[config.mk]
export PLATFORM = sky130hd
export DESIGN_NAME = decimal_radix_sort
export DESIGN_NICKNAME = d
export VERILOG_FILES = /design/src/rtl/drs_pkg.sv /design/src/rtl/drs_store.sv /design/src/rtl/drs_divider.sv /design/src/rtl/drs_buckets.sv /design/src/rtl/decimal_radix_sort.sv
export VERILOG_INCLUDE_DIRS = /design/src /design/src/rtl
export SDC_FILE = /design/constraint.sdc
export NUM_CORES = 2
export LEC_CHECK = 0
export BUFFER_PORTS_ARGS = -buffer_cell sky130_fd_sc_hd__buf_2
export CORE_MARGIN = 2
export CORE_UTILIZATION = 47
export DETAILED_ROUTE_END_ITERATION = 12
export MAX_ROUTING_LAYER = met4
export SLEW_MARGIN = 20
export SYNTH_ARGS = -nofsm -noshare
export SYNTH_HDL_FRONTEND = slang
export SYNTH_HIERARCHICAL = 1
export SYNTH_SLANG_ARGS = --single-unit
[constraint.sdc]
create_clock -name aclk -period 37.2 [get_ports aclk]
set_clock_uncertainty 0.2 [all_clocks]
set_input_delay 3.72 -clock aclk [delete_from_list [all_inputs] [get_ports aclk]]
set_output_delay 3.72 -clock aclk [all_outputs]
set_load 0.01 [all_outputs]
[src/rtl/decimal_radix_sort_defines.svh]
// Assertion macros shared by the decimal radix sort RTL.
// Expects aclk and aresetn to be visible where a macro is used.
`ifndef DECIMAL_RADIX_SORT_DEFINES_SVH
`define DECIMAL_RADIX_SORT_DEFINES_SVH

// Same-cycle implication, disabled during reset.
`define DRS_ASSERT_IMP(label, ante, cons, msg) \
    label: assert property (@(posedge aclk) disable iff (!aresetn) (ante) |-> (cons)) \
        else $error(msg);

// Next-cycle implication, disabled during reset.
`define DRS_ASSERT_NXT(label, ante, cons, msg) \
    label: assert property (@(posedge aclk) disable iff (!aresetn) (ante) |=> (cons)) \
        else $error(msg);

`endif

[src/rtl/drs_pkg.sv]
// Package for the decimal radix sort: transaction payload structs, FSM states,
// bucket command struct. No dependencies.
package drs_pkg;

    localparam int VALUE_W = 16;

    typedef struct packed {
        logic [VALUE_W-1:0] value;
        logic               last_in;
    } drs_in_t;

    typedef struct packed {
        logic [VALUE_W-1:0] sorted_value;
        logic               last_out;
        logic               overflowed;
    } drs_out_t;

    typedef enum logic [2:0] {
        ST_LOAD,
        ST_COUNT,
        ST_PREFIX,
        ST_MOVE,
        ST_EMIT
    } drs_state_t;

    typedef struct packed {
        logic clear;
        logic incr;
        logic prefix;
    } drs_bkt_cmd_t;

endpackage

[src/rtl/drs_store.sv]
// Single-port-write, single-port-read synchronous RAM with registered read data.
// Used for the two ping-pong item stores. No package dependencies.
module drs_store #(
    parameter int DEPTH = 64,
    parameter int WIDTH = 32
) (
    input  logic                     aclk,
    input  logic                     we,
    input  logic [$clog2(DEPTH)-1:0] waddr,
    input  logic [WIDTH-1:0]         wdata,
    input  logic                     re,
    input  logic [$clog2(DEPTH)-1:0] raddr,
    output logic [WIDTH-1:0]         rdata
);

    logic [WIDTH-1:0] mem [DEPTH];
    logic [WIDTH-1:0] rdata_reg;

    always_ff @(posedge aclk) begin
        if (we) begin
            mem[waddr] <= wdata;
        end
    end

    always_ff @(posedge aclk) begin
        if (re) begin
            rdata_reg <= mem[raddr];
        end
    end

    assign rdata = rdata_reg;

endmodule

[src/rtl/drs_divider.sv]
// Divide by the radix: quotient by reciprocal multiplication, digit as remainder.
// Combinational; no package dependencies.
module drs_divider #(
    parameter int WIDTH = 16,
    parameter int RADIX = 10
) (
    input  logic [WIDTH-1:0]         x,
    output logic [WIDTH-1:0]         quot,
    output logic [$clog2(RADIX)-1:0] digit
);

    localparam int L  = $clog2(RADIX);
    localparam int S  = WIDTH + L;
    localparam int MW = WIDTH + 1;
    localparam int PW = S + WIDTH;
    localparam logic [MW-1:0] RECIP =
        MW'(((64'd1 << S) + 64'(RADIX) - 64'd1) / 64'(RADIX));

    logic [PW-1:0]    prod;
    logic [WIDTH-1:0] back;

    // floor(x * ceil(2^S / RADIX) / 2^S) is exact for every WIDTH-bit x
    assign prod  = {{S{1'b0}}, x} * {{(PW-MW){1'b0}}, RECIP};
    assign quot  = prod[S +: WIDTH];
    assign back  = WIDTH'(quot * WIDTH'(RADIX));
    assign digit = L'(x - back);

endmodule

[src/rtl/drs_buckets.sv]
// Bucket counters for one distribution pass: clear, count, prefix-sum into
// start slots, then hand out slots. Depends on drs_pkg.
module drs_buckets #(
    parameter int RADIX = 10,
    parameter int CNT_W = 7
) (
    input  logic                     aclk,
    input  logic                     aresetn,
    input  drs_pkg::drs_bkt_cmd_t    cmd,
    input  logic [$clog2(RADIX)-1:0] sel,
    output logic [CNT_W-1:0]         slot
);
    import drs_pkg::*;

    logic [CNT_W-1:0] counts_reg  [RADIX];
    logic [CNT_W-1:0] counts_next [RADIX];
    logic [CNT_W-1:0] run_reg;
    logic [CNT_W-1:0] run_next;
    logic [CNT_W-1:0] rd;

    assign rd   = counts_reg[sel];
    assign slot = rd;

    always_comb begin
        counts_next = counts_reg;
        run_next    = run_reg;
        if (cmd.clear) begin
            for (int i = 0; i < RADIX; i++) begin
                counts_next[i] = '0;
            end
            run_next = '0;
        end else if (cmd.incr) begin
            counts_next[sel] = rd + CNT_W'(1);
        end else if (cmd.prefix) begin
            // turn the count into the bucket's first slot
            counts_next[sel] = run_reg;
            run_next         = run_reg + rd;
        end
    end

    always_ff @(posedge aclk) begin
        if (!aresetn) begin
            for (int i = 0; i < RADIX; i++) begin
                counts_reg[i] <= '0;
            end
            run_reg <= '0;
        end else begin
            counts_reg <= counts_next;
            run_reg    <= run_next;
        end
    end

endmodule

[src/rtl/decimal_radix_sort.sv]
// LSD radix sort. Load: 1 value per cycle. After the last value of a set, each
// pass runs a count read loop, a prefix over the buckets and a move read loop
// through the store's registered read port, one pass per digit of the largest
// value. Emit reads then registers each value; the next read waits until that
// value is in the output register, and loading holds while the receiver stalls.
// Reset (aresetn low, synchronous) empties the set; no clearing pass is needed.
`include "decimal_radix_sort_defines.svh"
module decimal_radix_sort #(
    parameter int CAPACITY   = 64,
    parameter int VALUE_BITS = 16,
    parameter int RADIX      = 10
) (
    input  logic             aclk,
    input  logic             aresetn,
    input  logic             s_valid,
    output logic             s_ready,
    input  drs_pkg::drs_in_t s_data,
    output logic             m_valid,
    input  logic             m_ready,
    output drs_pkg::drs_out_t m_data
);
    import drs_pkg::*;

    localparam int VW    = (VALUE_BITS < VALUE_W) ? VALUE_BITS : VALUE_W;
    localparam int AW    = $clog2(CAPACITY);
    localparam int CNT_W = $clog2(CAPACITY + 1);
    localparam int DW    = $clog2(RADIX);

    drs_state_t       state_reg, state_next;
    logic [CNT_W-1:0] cnt_reg, cnt_next;
    logic [CNT_W-1:0] idx_reg, idx_next;
    logic [DW-1:0]    pidx_reg, pidx_next;
    logic             rd_pend_reg, rd_pend_next;
    logic             src_sel_reg, src_sel_next;
    logic [VW-1:0]    largest_reg, largest_next;
    logic [VW-1:0]    ql_reg, ql_next;
    logic             ovf_reg, ovf_next;
    logic             m_valid_reg, m_valid_next;
    drs_out_t         m_data_reg, m_data_next;

    logic             in_acc;
    logic [VW-1:0]    in_v;
    logic [VW-1:0]    new_largest;
    logic             has_room;
    logic             pass_done;
    logic             issue;
    logic             emit_issue;
    logic             out_load;
    logic             emit_final;
    logic             ren;
    logic [AW-1:0]    raddr;
    logic [2*VW-1:0]  even_rdata, odd_rdata, rdata;
    logic [VW-1:0]    r_val, r_q, q_div, ql_quot;
    logic [DW-1:0]    digit, ql_digit;
    drs_bkt_cmd_t     bkt_cmd;
    logic [DW-1:0]    bkt_sel;
    logic [CNT_W-1:0] slot;
    logic             even_we, odd_we;
    logic [AW-1:0]    even_waddr;
    logic [2*VW-1:0]  even_wdata, move_wdata;

    // each entry carries the value and its quotient by the current digit weight
    drs_store #(.DEPTH(CAPACITY), .WIDTH(2*VW)) u_even (
        .aclk  (aclk),
        .we    (even_we),
        .waddr (even_waddr),
        .wdata (even_wdata),
        .re    (ren),
        .raddr (raddr),
        .rdata (even_rdata)
    );

    drs_store #(.DEPTH(CAPACITY), .WIDTH(2*VW)) u_odd (
        .aclk  (aclk),
        .we    (odd_we),
        .waddr (slot[AW-1:0]),
        .wdata (move_wdata),
        .re    (ren),
        .raddr (raddr),
        .rdata (odd_rdata)
    );

    drs_divider #(.WIDTH(VW), .RADIX(RADIX)) u_item_div (
        .x     (r_q),
        .quot  (q_div),
        .digit (digit)
    );

    drs_divider #(.WIDTH(VW), .RADIX(RADIX)) u_pass_div (
        .x     (ql_reg),
        .quot  (ql_quot),
        .digit (ql_digit)
    );

    drs_buckets #(.RADIX(RADIX), .CNT_W(CNT_W)) u_buckets (
        .aclk    (aclk),
        .aresetn (aresetn),
        .cmd     (bkt_cmd),
        .sel     (bkt_sel),
        .slot    (slot)
    );

    // shared decode
    assign s_ready     = (state_reg == ST_LOAD);
    assign in_acc      = s_valid && s_ready;
    assign in_v        = s_data.value[VW-1:0];
    assign has_room    = (cnt_reg < CNT_W'(CAPACITY));
    assign new_largest = (in_v > largest_reg) ? in_v : largest_reg;
    assign pass_done   = (idx_reg == cnt_reg) && !rd_pend_reg;
    assign issue       = ((state_reg == ST_COUNT) || (state_reg == ST_MOVE))
                         && (idx_reg < cnt_reg);
    assign emit_issue  = (state_reg == ST_EMIT) && !rd_pend_reg;
    assign out_load    = (state_reg == ST_EMIT) && rd_pend_reg
                         && (!m_valid_reg || m_ready);
    assign emit_final  = (idx_reg == cnt_reg - CNT_W'(1));
    assign ren         = issue || emit_issue;
    assign raddr       = idx_reg[AW-1:0];
    assign rdata       = src_sel_reg ? odd_rdata : even_rdata;
    assign r_val       = rdata[2*VW-1:VW];
    assign r_q         = rdata[VW-1:0];
    assign move_wdata  = {r_val, q_div};

    // next state
    always_comb begin
        state_next = state_reg;
        case (state_reg)
            ST_LOAD: begin
                if (in_acc && s_data.last_in) state_next = ST_COUNT;
            end
            ST_COUNT: begin
                if (pass_done) state_next = ST_PREFIX;
            end
            ST_PREFIX: begin
                if (pidx_reg == DW'(RADIX - 1)) state_next = ST_MOVE;
            end
            ST_MOVE: begin
                if (pass_done) state_next = (ql_quot != '0) ? ST_COUNT : ST_EMIT;
            end
            ST_EMIT: begin
                if (out_load && emit_final) state_next = ST_LOAD;
            end
            default: state_next = ST_LOAD;
        endcase
    end

    // datapath and control outputs
    always_comb begin
        cnt_next     = cnt_reg;
        idx_next     = idx_reg;
        pidx_next    = pidx_reg;
        rd_pend_next = rd_pend_reg;
        src_sel_next = src_sel_reg;
        largest_next = largest_reg;
        ql_next      = ql_reg;
        ovf_next     = ovf_reg;
        m_valid_next = m_valid_reg;
        m_data_next  = m_data_reg;
        bkt_cmd      = '0;
        bkt_sel      = digit;
        even_we      = 1'b0;
        odd_we       = 1'b0;
        even_waddr   = slot[AW-1:0];
        even_wdata   = move_wdata;

        if (m_valid_reg && m_ready) m_valid_next = 1'b0;

        case (state_reg)
            ST_LOAD: begin
                even_waddr = cnt_reg[AW-1:0];
                even_wdata = {in_v, in_v};
                if (in_acc) begin
                    if (has_room) begin
                        even_we      = 1'b1;
                        cnt_next     = cnt_reg + CNT_W'(1);
                        largest_next = new_largest;
                    end else begin
                        ovf_next = 1'b1;
                    end
                    if (s_data.last_in) begin
                        idx_next      = '0;
                        src_sel_next  = 1'b0;
                        ql_next       = has_room ? new_largest : largest_reg;
                        bkt_cmd.clear = 1'b1;
                    end
                end
            end
            ST_COUNT: begin
                rd_pend_next = issue;
                if (issue) idx_next = idx_reg + CNT_W'(1);
                bkt_cmd.incr = rd_pend_reg;
                if (pass_done) pidx_next = '0;
            end
            ST_PREFIX: begin
                bkt_sel        = pidx_reg;
                bkt_cmd.prefix = 1'b1;
                pidx_next      = pidx_reg + DW'(1);
                if (pidx_reg == DW'(RADIX - 1)) idx_next = '0;
            end
            ST_MOVE: begin
                rd_pend_next = issue;
                if (issue) idx_next = idx_reg + CNT_W'(1);
                // take a slot and drop the item into the other store
                bkt_cmd.incr = rd_pend_reg;
                even_we      = rd_pend_reg && src_sel_reg;
                odd_we       = rd_pend_reg && !src_sel_reg;
                if (pass_done) begin
                    idx_next      = '0;
                    src_sel_next  = !src_sel_reg;
                    ql_next       = ql_quot;
                    bkt_cmd.clear = (ql_quot != '0);
                end
            end
            ST_EMIT: begin
                if (out_load) begin
                    rd_pend_next             = 1'b0;
                    m_valid_next             = 1'b1;
                    m_data_next.sorted_value = VALUE_W'(r_val);
                    m_data_next.last_out     = emit_final;
                    m_data_next.overflowed   = ovf_reg;
                    idx_next                 = idx_reg + CNT_W'(1);
                    if (emit_final) begin
                        idx_next     = '0;
                        cnt_next     = '0;
                        largest_next = '0;
                        ovf_next     = 1'b0;
                    end
                end else if (emit_issue) begin
                    rd_pend_next = 1'b1;
                end
            end
            default: begin
                rd_pend_next = 1'b0;
            end
        endcase
    end

    always_ff @(posedge aclk) begin
        if (!aresetn) begin
            state_reg   <= ST_LOAD;
            cnt_reg     <= '0;
            idx_reg     <= '0;
            pidx_reg    <= '0;
            rd_pend_reg <= 1'b0;
            src_sel_reg <= 1'b0;
            largest_reg <= '0;
            ql_reg      <= '0;
            ovf_reg     <= 1'b0;
            m_valid_reg <= 1'b0;
        end else begin
            state_reg   <= state_next;
            cnt_reg     <= cnt_next;
            idx_reg     <= idx_next;
            pidx_reg    <= pidx_next;
            rd_pend_reg <= rd_pend_next;
            src_sel_reg <= src_sel_next;
            largest_reg <= largest_next;
            ql_reg      <= ql_next;
            ovf_reg     <= ovf_next;
            m_valid_reg <= m_valid_next;
        end
    end

    always_ff @(posedge aclk) begin
        m_data_reg <= m_data_next;
    end

    assign m_valid = m_valid_reg;
    assign m_data  = m_data_reg;

    `DRS_ASSERT_NXT(a_ovf_on_full, in_acc && !has_room, ovf_reg, "drop without overflow flag")
    `DRS_ASSERT_IMP(a_slot_range, (state_reg == ST_MOVE) && rd_pend_reg, slot < cnt_reg,
        "bucket slot beyond item count")
    `DRS_ASSERT_NXT(a_set_done, out_load && emit_final,
        (state_reg == ST_LOAD) && (cnt_reg == '0) && !ovf_reg,
        "set not retired after final result")
    `DRS_ASSERT_IMP(a_pass_digit, state_reg == ST_MOVE, int'(ql_digit) < RADIX,
        "pass digit out of range")

endmodule

==> results.md <==
- Run status: complete, no violations
- CTS tree: done
- Via Count: 88247
- Worst Hold Class: reg2reg
- Mapped Cells: between 8000 and 9000
- Max-Cap Viols: 0
- CP Capture Type: register
- Fin crit period: roughly 13 ns
- Port Buffer Count: 40
- Starting Density: 47.2%
- Clock slew at reported path FFs: 0.06 ns
- DR DRC count: 0
- Cts bufs inserted: between 400 and 500
- Syn Area/Cell: 20.2 µm²
- Number of I/O pins: 41
- Final GP Congestion: between 0.9 and 1
- CTS Sinks: approximately 4300
- Max_slew headroom: a little under a fifth
- Largest stage delay, worst path: 0.98 ns
- Maximum root-to-sink buffer count: 4
- Largest net degree at the start of global routing: 124
- Setup TNS: 0 ns
- Die area: 378000 µm²
- Worst skew pair latency: about 0.98 ns
- RSZ-0062 raised after global routing: false
- Die Ht: between 600 and 700 µm
- Crit path arrival time: 12.99 ns
- Filler cells: between 20000 and 30000
- Final WL: about 470000 µm
- Worst-path maximum fanout: 66
- Setup Viol. Count Final: 0
- Post-CTS Setup Repair Bufs: 0
- Post-CTS Resized: 0
- Most used cell, CP: fa_1
- Post-layout nets: 9479
- H-tree levels: 5
- First-pass GRT wire length: roughly 670000 µm
- Crit path max-delay family: adder cells
- CORE AREA: approximately 370000 µm²
- Initial antenna violation count: 24
- Area grow syn2layout: 13.0%
- Buf+Inv Stages, Crit Path: 7
- Synthesized area: 176000 µm²
- YS warnings: 6
- Row count: ~220
- Per-cell routed wire length: around 33 µm
- Dpl hpwl: ~290000 µm
- FMAX: 79.8 MHz
- Iteration-0 DRC count of the detailed router: 11150
- Worst setup SP type: register
- Hold-fix buffers, CTS: 0
- Vias in the first global route: 87391
- Detailed Routing Iterations Pass 1: 6
- Die span in x: ~600 µm
- Max stage delay cell, worst path: nor2_4
- Final ANT Viol Nets: 0
- Final Max Slew Viols: 0
- Routed vias/inst: 6.16
- Tcrit/Tclk final: 33.7%
- Hold Fails Final Rpt: 0
- CP Class: reg2reg
- Total gr overflow: 0
- Global Route Usage Sum: between 20% and 30%
- Clk root buf: clkbuf_16
- Worst Max-Slew Pin Slew: roughly 1.2 ns
- Worst EP required: between 30 and 40 ns
- Share of cells above drive strength 1: between 20% and 30%
-- layout make-up --
type / instances / area [µm²] / share of cell area, %
Clock inverter: 272 / 2550 / 1.29
Tap cell: 4972 / 6220 / 3.14
Timing Repair Buffer: 330 / 3550 / 1.79
Antenna cell: 14 / 35.0 / 0.0177
Inverter: 343 / 1290 / 0.649
Multi-Input combinational cell: 3590 / 45600 / 23.0
Clock buffer: 514 / 11200 / 5.63
Sequential cell: 4301 / 128000 / 64.5
-- per-layer routing --
| layer | part of all wire [%] | track usage (%) | vias up |
|---|---|---|---|
| met4 | 3.9 | 8.39 | 0 |
| met1 | 41 | 35.8 | 47605 |
| li1 | - | - | 36207 |
| met2 | 47 | 39.1 | 3726 |
| met3 | 7.2 | 3.42 | 709 |
| met5 | 0 | - | - |
-- metrics by stage --
step | hold WS, ns | utilization (%) | cell area [µm²] | std cells | setup slack, ns
2_1_floorplan | 0.209 | - | 176000 | 8682 | 24.11
3_3_place_gp | 0.266 | 49.2 | 183000 | 13473 | 24.86
3_5_place_dp | 0.273 | 49.3 | 184000 | 13491 | 24.79
4_1_cts | 0.285 | 53.0 | 197000 | 14277 | 24.71
5_1_grt | 0.298 | 53.3 | 198000 | 14325 | 24.20
6_report | 0.283 | 53.3 | 198000 | 14336 | 24.67
-- layout by cell type, fill, tap and decap left out, types with 28 or more instances in the layout --
| master | instances |
|---|---|
| mux2i_1 | 241 |
| nor2_4 | 139 |
| a21oi_1 | 228 |
| nor2_1 | 261 |
| clkinv_1 | 104 |
| nand3_1 | 35 |
| mux4_2 | 1091 |
| clkbuf_1 | 80 |
| buf_4 | 217 |
| o22ai_1 | 173 |
| o221ai_1 | 56 |
| a31oi_1 | 40 |
| clkinv_2 | 87 |
| nand2_1 | 194 |
| mux2_2 | 33 |
| clkbuf_16 | 434 |
| buf_16 | 34 |
| edfxtp_1 | 4178 |
| nor2b_1 | 41 |
| o21ai_0 | 83 |
| buf_2 | 40 |
| dfxtp_1 | 116 |
| a211oi_1 | 43 |
| fa_1 | 162 |
| bufinv_16 | 38 |
| buf_12 | 39 |
| a22oi_1 | 28 |
| inv_1 | 340 |
| nor3_1 | 30 |
| ha_1 | 298 |
-- path summary, 6_finish.rpt --
check,start,endpoint,slack [ns],cells after the start
hold / removal,ovf_reg,m_data[0],0.28,0
setup / recovery,src_sel_reg,u_even/mem[36][9],24.67,34
setup reg to reg,src_sel_reg,u_even/mem[36][9],24.67,34
hold reg to reg,ovf_reg,m_data[0],0.28,0
Power is not shown: default switching activity piles up to over one toggle a cycle in this logic, so the estimate is an artifact.
